`src/rtl/core/pip_pkg.sv`:
```
package pip_pkg;

  // Command codes of the input word.
  localparam logic [1:0] CMD_CLEAR  = 2'd0;
  localparam logic [1:0] CMD_APPEND = 2'd1;
  localparam logic [1:0] CMD_TEST   = 2'd2;

  localparam int unsigned RES_COUNT_BITS = 7;

  typedef enum logic [2:0] {
    ST_IDLE,
    ST_SCAN,
    ST_TAIL1,
    ST_TAIL0,
    ST_WAIT
  } pip_state_t;

  // Control from the sequencer to the edge evaluator.
  typedef struct packed {
    logic clr;    // new test: latch the point, restart the count
    logic vtx;    // a stored vertex arrives from the chain
    logic tail1;  // closing edge from the last vertex to the first
    logic tail0;  // edge from the first vertex to the second
    logic fin;    // marks the end of the test in the pipeline
  } pip_ctl_t;

endpackage

```
`src/rtl/core/pip_vertex_cell.sv`:
```
module pip_vertex_cell
  import pip_pkg::*;
#(
  parameter int COORD_BITS = 16
) (
  input  logic                         clk,
  input  logic                         shift_en,
  input  logic signed [COORD_BITS-1:0] in_x,
  input  logic signed [COORD_BITS-1:0] in_y,
  output logic signed [COORD_BITS-1:0] out_x,
  output logic signed [COORD_BITS-1:0] out_y
);

  logic signed [COORD_BITS-1:0] x_r;
  logic signed [COORD_BITS-1:0] y_r;

  always_ff @(posedge clk) begin
    if (shift_en) begin
      x_r <= in_x;
      y_r <= in_y;
    end
  end

  assign out_x = x_r;
  assign out_y = y_r;

endmodule

```
`src/rtl/core/pip_edge_eval.sv`:
```
module pip_edge_eval
  import pip_pkg::*;
#(
  parameter int COORD_BITS = 16,
  parameter int CNT_W      = 7
) (
  input  logic                         clk,
  input  logic                         rst_n,
  input  pip_ctl_t                     ctl,
  input  logic signed [COORD_BITS-1:0] pt_x,
  input  logic signed [COORD_BITS-1:0] pt_y,
  input  logic signed [COORD_BITS-1:0] vin_x,
  input  logic signed [COORD_BITS-1:0] vin_y,
  output logic                         done,
  output logic                         inside_res,
  output logic [RES_COUNT_BITS-1:0]    crossing_count
);

  localparam int C = COORD_BITS;
  localparam int D = COORD_BITS + 1;
  localparam int P = 2 * D;

  // Test point.
  logic signed [C-1:0] tx_r, ty_r;

  // Vertex window: first two vertices, the current and the previous one.
  logic [1:0]          seen_r;
  logic signed [C-1:0] v0x_r, v0y_r, v1x_r, v1y_r;
  logic signed [C-1:0] curx_r, cury_r, prevy_r;

  // Stage A: the selected edge and the y of the vertex before it.
  logic                ea_vld_r, ea_fin_r;
  logic                ea_vld_nxt;
  logic signed [C-1:0] ea_yp_r, ea_x0_r, ea_y0_r, ea_x1_r, ea_y1_r;
  logic signed [C-1:0] ea_yp_nxt, ea_x0_nxt, ea_y0_nxt, ea_x1_nxt, ea_y1_nxt;

  // Stage B: differences after the sign of the y span has been normalised.
  logic                eb_vld_r, eb_fin_r, eb_corr_r;
  logic signed [D-1:0] eb_p_r, eb_q_r, eb_r_r, eb_s_r;
  logic                eb_vld_nxt, eb_corr_nxt;
  logic signed [D-1:0] eb_p_nxt, eb_q_nxt, eb_r_nxt, eb_s_nxt;
  logic signed [D-1:0] dy, ay;
  logic                skip;

  // Stage C: the two cross products.
  logic                ec_vld_r, ec_fin_r, ec_corr_r;
  logic signed [P-1:0] ec_p1_r, ec_p2_r;
  logic signed [P-1:0] ec_p1_nxt, ec_p2_nxt;

  // Stage D: count and result.
  logic [CNT_W-1:0]          cnt_r, cnt_nxt;
  logic [CNT_W+RES_COUNT_BITS-1:0] cnt_ext;
  logic                      done_r;
  logic                      inside_r;
  logic [RES_COUNT_BITS-1:0] count_r;

  // Window and test point.
  always_ff @(posedge clk) begin
    if (!rst_n) begin
      seen_r <= 2'd0;
    end else if (ctl.clr) begin
      seen_r <= 2'd0;
    end else if (ctl.vtx && !seen_r[1]) begin
      seen_r <= seen_r + 2'd1;
    end
  end

  always_ff @(posedge clk) begin
    if (ctl.clr) begin
      tx_r <= pt_x;
      ty_r <= pt_y;
    end
    if (ctl.vtx) begin
      if (seen_r == 2'd0) begin
        v0x_r <= vin_x;
        v0y_r <= vin_y;
      end
      if (seen_r == 2'd1) begin
        v1x_r <= vin_x;
        v1y_r <= vin_y;
      end
      prevy_r <= cury_r;
      curx_r  <= vin_x;
      cury_r  <= vin_y;
    end
  end

  // Edge selection. Edges need at least two vertices.
  always_comb begin
    ea_vld_nxt = 1'b0;
    ea_yp_nxt  = prevy_r;
    ea_x0_nxt  = curx_r;
    ea_y0_nxt  = cury_r;
    ea_x1_nxt  = vin_x;
    ea_y1_nxt  = vin_y;
    if (ctl.vtx && seen_r[1]) begin
      ea_vld_nxt = 1'b1;
    end else if (ctl.tail1 && seen_r[1]) begin
      ea_vld_nxt = 1'b1;
      ea_x1_nxt  = v0x_r;
      ea_y1_nxt  = v0y_r;
    end else if (ctl.tail0 && seen_r[1]) begin
      ea_vld_nxt = 1'b1;
      ea_yp_nxt  = cury_r;
      ea_x0_nxt  = v0x_r;
      ea_y0_nxt  = v0y_r;
      ea_x1_nxt  = v1x_r;
      ea_y1_nxt  = v1y_r;
    end
  end

  always_ff @(posedge clk) begin
    if (!rst_n) begin
      ea_vld_r <= 1'b0;
      ea_fin_r <= 1'b0;
    end else begin
      ea_vld_r <= ea_vld_nxt;
      ea_fin_r <= ctl.fin;
    end
  end

  always_ff @(posedge clk) begin
    ea_yp_r <= ea_yp_nxt;
    ea_x0_r <= ea_x0_nxt;
    ea_y0_r <= ea_y0_nxt;
    ea_x1_r <= ea_x1_nxt;
    ea_y1_r <= ea_y1_nxt;
  end

  // Rejection tests, differences, and the correction for a start vertex on the ray
  // whose neighbours lie strictly on opposite sides.
  always_comb begin
    dy   = D'(ea_y1_r) - D'(ea_y0_r);
    ay   = D'(ty_r) - D'(ea_y0_r);
    skip = (ea_y0_r == ea_y1_r) ||
           (ea_x0_r < tx_r && ea_x1_r < tx_r) ||
           (ea_y0_r > ty_r && ea_y1_r > ty_r) ||
           (ea_y0_r < ty_r && ea_y1_r < ty_r);
    eb_vld_nxt  = ea_vld_r && !skip;
    eb_corr_nxt = (ea_y0_r == ty_r) &&
                  ((ea_y1_r > ea_y0_r && ea_yp_r < ea_y0_r) ||
                   (ea_y1_r < ea_y0_r && ea_yp_r > ea_y0_r));
    eb_p_nxt = D'(ea_x1_r) - D'(ea_x0_r);
    eb_r_nxt = D'(tx_r) - D'(ea_x0_r);
    if (dy < 0) begin
      eb_q_nxt = -ay;
      eb_s_nxt = -dy;
    end else begin
      eb_q_nxt = ay;
      eb_s_nxt = dy;
    end
  end

  always_ff @(posedge clk) begin
    if (!rst_n) begin
      eb_vld_r <= 1'b0;
      eb_fin_r <= 1'b0;
    end else begin
      eb_vld_r <= eb_vld_nxt;
      eb_fin_r <= ea_fin_r;
    end
  end

  always_ff @(posedge clk) begin
    eb_corr_r <= eb_corr_nxt;
    eb_p_r    <= eb_p_nxt;
    eb_q_r    <= eb_q_nxt;
    eb_r_r    <= eb_r_nxt;
    eb_s_r    <= eb_s_nxt;
  end

  assign ec_p1_nxt = eb_p_r * eb_q_r;
  assign ec_p2_nxt = eb_r_r * eb_s_r;

  always_ff @(posedge clk) begin
    if (!rst_n) begin
      ec_vld_r <= 1'b0;
      ec_fin_r <= 1'b0;
    end else begin
      ec_vld_r <= eb_vld_r;
      ec_fin_r <= eb_fin_r;
    end
  end

  always_ff @(posedge clk) begin
    ec_corr_r <= eb_corr_r;
    ec_p1_r   <= ec_p1_nxt;
    ec_p2_r   <= ec_p2_nxt;
  end

  // The crossing lies at or right of the point unless p*q < r*s.
  always_comb begin
    cnt_nxt = cnt_r;
    if (ec_vld_r && !(ec_p1_r < ec_p2_r) && !ec_corr_r) begin
      cnt_nxt = cnt_r + CNT_W'(1);
    end
    cnt_ext = {{RES_COUNT_BITS{1'b0}}, cnt_nxt};
  end

  always_ff @(posedge clk) begin
    if (!rst_n) begin
      cnt_r  <= '0;
      done_r <= 1'b0;
    end else begin
      done_r <= ec_fin_r;
      if (ctl.clr) begin
        cnt_r <= '0;
      end else begin
        cnt_r <= cnt_nxt;
      end
    end
  end

  always_ff @(posedge clk) begin
    if (ec_fin_r) begin
      inside_r <= cnt_nxt[0];
      count_r  <= cnt_ext[RES_COUNT_BITS-1:0];
    end
  end

  assign done           = done_r;
  assign inside_res     = inside_r;
  assign crossing_count = count_r;

endmodule

```
`src/rtl/core/point_in_polygon_test_unit.sv`:
```
// Clear and append words give no result.
// A test word walks the vertex chain once, one vertex a cycle, then runs the
// two closing edges through a four-stage evaluator; busy drops in the cycle
// after the result strobe.
// The result is shown for one cycle only; the receiver cannot stall it.
// Reset empties the polygon and returns to idle; stored vertices are not cleared.
module point_in_polygon_test_unit
  import pip_pkg::*;
#(
  parameter int MAX_VERTICES = 64,
  parameter int COORD_BITS   = 16
) (
  input  logic                         clk,
  input  logic                         rst_n,
  input  logic                         start,
  output logic                         busy,
  input  logic [1:0]                   in_command,
  input  logic signed [COORD_BITS-1:0] in_coord_x,
  input  logic signed [COORD_BITS-1:0] in_coord_y,
  output logic                         out_valid,
  output logic                         out_inside_res,
  output logic [RES_COUNT_BITS-1:0]    out_crossing_count
);

  localparam int TW = $clog2(MAX_VERTICES + 1);
  localparam int SW = $clog2(MAX_VERTICES);

  pip_state_t state_r, state_nxt;
  logic [TW-1:0] vtx_total_r;
  logic [SW-1:0] step_r;
  logic          accept, is_clear, is_append, is_test, full, stream_on, shift_en;
  logic [TW:0]   step_sum;
  pip_ctl_t      ctl;

  logic signed [COORD_BITS-1:0] chain_in_x, chain_in_y;
  logic signed [COORD_BITS-1:0] chain_x [MAX_VERTICES];
  logic signed [COORD_BITS-1:0] chain_y [MAX_VERTICES];

  assign busy   = (state_r != ST_IDLE);
  assign accept = start && !busy;
  assign full   = (vtx_total_r == TW'(MAX_VERTICES));

  always_comb begin
    is_clear  = 1'b0;
    is_append = 1'b0;
    is_test   = 1'b0;
    unique case (in_command)
      CMD_CLEAR:  is_clear  = 1'b1;
      CMD_APPEND: is_append = 1'b1;
      CMD_TEST:   is_test   = 1'b1;
      default:    ;
    endcase
  end

  // Next state.
  always_comb begin
    state_nxt = state_r;
    unique case (state_r)
      ST_IDLE:  if (accept && is_test) state_nxt = ST_SCAN;
      ST_SCAN:  if (step_r == SW'(MAX_VERTICES - 1)) state_nxt = ST_TAIL1;
      ST_TAIL1: state_nxt = ST_TAIL0;
      ST_TAIL0: state_nxt = ST_WAIT;
      ST_WAIT:  if (out_valid) state_nxt = ST_IDLE;
      default:  state_nxt = ST_IDLE;
    endcase
  end

  // The stored vertices leave the far end of the chain oldest first, in the
  // last vertex_total steps of a full rotation.
  assign step_sum  = (TW + 1)'(step_r) + (TW + 1)'(vtx_total_r);
  assign stream_on = (step_sum >= (TW + 1)'(MAX_VERTICES));

  // Outputs of the sequencer.
  always_comb begin
    ctl        = '0;
    shift_en   = 1'b0;
    chain_in_x = in_coord_x;
    chain_in_y = in_coord_y;
    unique case (state_r)
      ST_IDLE: begin
        ctl.clr  = accept && is_test;
        shift_en = accept && is_append && !full;
      end
      ST_SCAN: begin
        shift_en   = 1'b1;
        chain_in_x = chain_x[MAX_VERTICES-1];
        chain_in_y = chain_y[MAX_VERTICES-1];
        ctl.vtx    = stream_on;
      end
      ST_TAIL1: ctl.tail1 = 1'b1;
      ST_TAIL0: begin
        ctl.tail0 = 1'b1;
        ctl.fin   = 1'b1;
      end
      default: ;
    endcase
  end

  always_ff @(posedge clk) begin
    if (!rst_n) begin
      state_r     <= ST_IDLE;
      vtx_total_r <= '0;
      step_r      <= '0;
    end else begin
      state_r <= state_nxt;
      if (accept && is_clear) begin
        vtx_total_r <= '0;
      end else if (accept && is_append && !full) begin
        vtx_total_r <= vtx_total_r + TW'(1);
      end
      if (accept) begin
        step_r <= '0;
      end else if (state_r == ST_SCAN) begin
        step_r <= step_r + SW'(1);
      end
    end
  end

  // Vertex chain: appends shift in at the near end; a test rotates it once.
  for (genvar k = 0; k < MAX_VERTICES; k++) begin : g_cell
    if (k == 0) begin : g_head
      pip_vertex_cell #(.COORD_BITS(COORD_BITS)) u_cell (
        .clk      (clk),
        .shift_en (shift_en),
        .in_x     (chain_in_x),
        .in_y     (chain_in_y),
        .out_x    (chain_x[k]),
        .out_y    (chain_y[k])
      );
    end else begin : g_body
      pip_vertex_cell #(.COORD_BITS(COORD_BITS)) u_cell (
        .clk      (clk),
        .shift_en (shift_en),
        .in_x     (chain_x[k-1]),
        .in_y     (chain_y[k-1]),
        .out_x    (chain_x[k]),
        .out_y    (chain_y[k])
      );
    end
  end

  pip_edge_eval #(
    .COORD_BITS (COORD_BITS),
    .CNT_W      (TW)
  ) u_eval (
    .clk            (clk),
    .rst_n          (rst_n),
    .ctl            (ctl),
    .pt_x           (in_coord_x),
    .pt_y           (in_coord_y),
    .vin_x          (chain_x[MAX_VERTICES-1]),
    .vin_y          (chain_y[MAX_VERTICES-1]),
    .done           (out_valid),
    .inside_res     (out_inside_res),
    .crossing_count (out_crossing_count)
  );

  a_result_in_wait: assert property (@(posedge clk) disable iff (!rst_n)
    out_valid |-> (state_r == ST_WAIT))
    else $error("result word outside the wait state");

  a_total_bounded: assert property (@(posedge clk) disable iff (!rst_n)
    vtx_total_r <= TW'(MAX_VERTICES))
    else $error("vertex total beyond capacity");

  a_test_starts_scan: assert property (@(posedge clk) disable iff (!rst_n)
    (accept && is_test) |=> (state_r == ST_SCAN && step_r == '0))
    else $error("test word did not start a scan");

  a_append_counts: assert property (@(posedge clk) disable iff (!rst_n)
    (accept && is_append && !full) |=> (vtx_total_r == $past(vtx_total_r) + TW'(1)))
    else $error("append word not counted");

  a_no_result_idle: assert property (@(posedge clk) disable iff (!rst_n)
    (state_r == ST_IDLE) |=> !out_valid)
    else $error("result word without a test");

endmodule
```
`config.mk`:
```
export PLATFORM = sky130hd
export DESIGN_NAME = point_in_polygon_test_unit
export DESIGN_NICKNAME = d
export VERILOG_FILES = /design/src/rtl/core/pip_pkg.sv /design/src/rtl/core/pip_vertex_cell.sv /design/src/rtl/core/pip_edge_eval.sv /design/src/rtl/core/point_in_polygon_test_unit.sv
export SDC_FILE = /design/constraint.sdc
export NUM_CORES = 2
export LEC_CHECK = 0
export BUFFER_PORTS_ARGS = -buffer_cell sky130_fd_sc_hd__buf_2
export CAP_MARGIN = 25
export CORE_MARGIN = 10
export CORE_UTILIZATION = 57
export DETAILED_ROUTE_END_ITERATION = 8
export PLACE_DENSITY = 0.76
export REMOVE_ABC_BUFFERS = 1
export SLEW_MARGIN = 20
export SYNTH_ARGS = -nofsm -noshare
export SYNTH_HDL_FRONTEND = slang
export SYNTH_SLANG_ARGS = --single-unit
```
`constraint.sdc`:
```
create_clock -name clk -period 37 [get_ports clk]
set_input_delay 9.25 -clock clk [delete_from_list [all_inputs] [get_ports clk]]
set_output_delay 9.25 -clock clk [all_outputs]
set_load 0.05 [all_outputs]
```
==> metrics.cfg <==
[detailed_routing]
final_antenna_net_count = 0
initialDrtViolationCount = 3514
wirelength_met1_um = 77100
routed-wl-met3_um = 7970
top_layer_used = met4
via_count = 46600
remaining_drc_errors = 0
drt-total-wl_um = 180000
first_pass_iters = 6
viasPerCell = 5.34
wl_met2_um = 87500
wire_per_inst_um = 20.6

[outcome]
status = finished clean

[sta]
fin_ws_ns = 20.68
setup_viol = 0
rsz0062_at_grt = no
hold_viol = 0
slew_viol_final = 0
period_needed_ns = 16.32
relSlewSlack = 0.165
fin_worst_skew_ns = 0.0538
period_share = 0.441
worst_slew_pin_slew_ns = 1.24
timing.fmax_mhz = 61.3
setup_tns_ns = 0

[synth]
yosys-top-cells-area = edfxtp_1 (65%), fa_1 (12%), dfxtp_1 (5.0%), ha_1 (4.1%), inv_1 (2.9%)
ys_seq_area_frac = 0.703
synthArstFlopShare = 0
synth.largest_area_cell = edfxtp_1
avgSynthCellArea_um2 = 16.8
synth_top_flop_cell = edfxtp_1
synth.top_cell.area_share = 0.653
syn_inst = 6004
synth_edf_count = 2199
synth_seq_cells = 2449
yosysUniqueCellTypes = 83
syn_area_um2 = 101000
yosys_warnings = 0

[setup_path]
start_kind = input port
end_kind = register
crit_type = in -> reg
required_ns = 37.48
worstPathMaxFanout = 188
crit_arrival_ns = 16.79

[power_and_ir_drop]
powerDensity_nw_per_um2 = 81.4
irDropWorstVdd_uv = 191
p_leak_nw = 40.9

[final_layout]
syn_to_final_growth_pct = 10.2
finalNetCount = 7165
mostFrequentLayoutCell = edfxtp_1
final_cell_mix = edfxtp_1 (2199), inv_1 (783), fa_1 (597)
n_fill_cell = 11900
drive_above_1_share = 0.0813

[global_route]
grt_usage = 0.191
grt_pass1_vias = 49200
grt_start_max_net_pins = 224
antenna_found_initial = 6
overflow = 0
grt_pass1_wl_um = 287000

[min_path]
min_path_type = reg -> reg

[clock_tree]
cts_buffer_depth = 3
htreeDepth = 4
clk_pin_slew_ns = 0.06
cts_setup_buffers = 0
root_buffer = clkbuf_16
cts.repair.resized = 0
numCtsBuffers = 213
cts_sinks = 2449
clk_latency_ns = 0.86
cts_tree = yes
cts_hold_buf = 0

[die]
boundaryPins = 47
rows = 154
start_util = 0.573
die-area_um2 = 195000
die_w_um = 441
coreArea_um2 = 176000
die_height_um = 441

[placed_design]
place_ws_ns = 19.92
numPortBuffers = 46
dp_hpwl_um = 106000
routabilityCongestion = 0.885

[job]
maxCapViolations = 0

-- metrics by stage --
| step | area (µm²) | cells | total power [mW] | hold slack (ns) | utilization |
|---|---|---|---|---|---|
| floorplan | 101000 | 5895 | 6.32 | 0.310 | - |
| global placement | 104000 | 8318 | 6.75 | 0.314 | 0.591 |
| detailed placement | 104000 | 8321 | 6.85 | 0.321 | 0.591 |
| CTS | 111000 | 8717 | 9.14 | 0.336 | 0.631 |
| global route | 111000 | 8723 | 9.73 | 0.343 | 0.632 |
| finish | 111000 | 8725 | 9.07 | 0.334 | 0.632 |
-- Yosys cell counts, drive strengths merged, types with 34 or more instances --
master  instances
a21o           51
a21oi         106
and2          307
clkbuf         98
dfxtp         250
edfxtp       2199
fa            597
ha            330
inv           784
mux2           82
mux2i          35
nand2         389
nand2b         34
nor2          133
o21ai         117
xnor2         125
-- critical path, cell delays in order --
cell,delay (ns)
buf_2,0.09
nand2_1,0.07
nor3_1,0.71
or2_4,0.61
buf_12,0.65
buf_4,0.75
buf_4,0.88
buf_4,0.85
buf_12,0.69
buf_12,0.71
buf_4,0.85
-- report_power, final --
group          internal (mW)  leakage (nW)  total (mW)  switching, mW
clock                   1.24          3.44        2.25           1.01
sequential              3.30          21.2        3.37         0.0695
combinational           1.49          16.2        3.44           1.96
total                   6.03          40.9        9.07           3.04
-- metal layers --
metal  vias up  track usage
met2      1161        0.307
met1     23900        0.267
li1      21200            -
met5         -            0
met3       316       0.0259
met4         0       0.0802
-- cell families after synthesis --
kind of cell               after synthesis  share of synthesized area
muxes                                  117                     0.0126
DFF                                   2449                      0.703
AOI/OAI and AO/OA                      423                     0.0272
adders and majority gates              927                      0.159
xor gates and xnor gates               155                     0.0134
buffers and inverters                  893                     0.0334
and+or+nand+nor                       1040                     0.0515
-- final timing paths --
kind / startpoint / to / slack [ns] / cells past startpoint
setup / recovery: start / g_cell[9].g_body.u_cell.out_x[1] / 20.68 / 11
hold / removal: u_eval.eb_corr_r / u_eval.ec_corr_r / 0.33 / 0
setup reg to reg: state_r[0] / g_cell[9].g_body.u_cell.out_x[1] / 28.00 / 12
hold reg to reg: u_eval.eb_corr_r / u_eval.ec_corr_r / 0.33 / 0
-- registers in the layout, summed over array words and instances (netlist names), 17 cells and up --
register and flops:
u_eval.eb_q_r 17, u_eval.ec_p1_r 34, u_eval.ec_p2_r 34, u_eval.eb_p_r 17, g_cell.g_body.u_cell.out_x 1008, u_eval.eb_r_r 17, g_cell.g_body.u_cell.out_y 1008, u_eval.eb_s_r 17
-- final cells by class --
class                           count  area [µm²]  share of cell area
Clock buffer                      258        5590              0.0502
Tap cell                         2340        2930              0.0263
Multi-Input combinational cell   2662       26700               0.240
Antenna cell                        3        7.51           0.0000674
Inverter                          784        2940              0.0264
Timing Repair Buffer               91         717             0.00644
Sequential cell                  2449       71000               0.638
Clock inverter                    138        1470              0.0132
No activity file was read; power rests on OpenSTA's default activity.
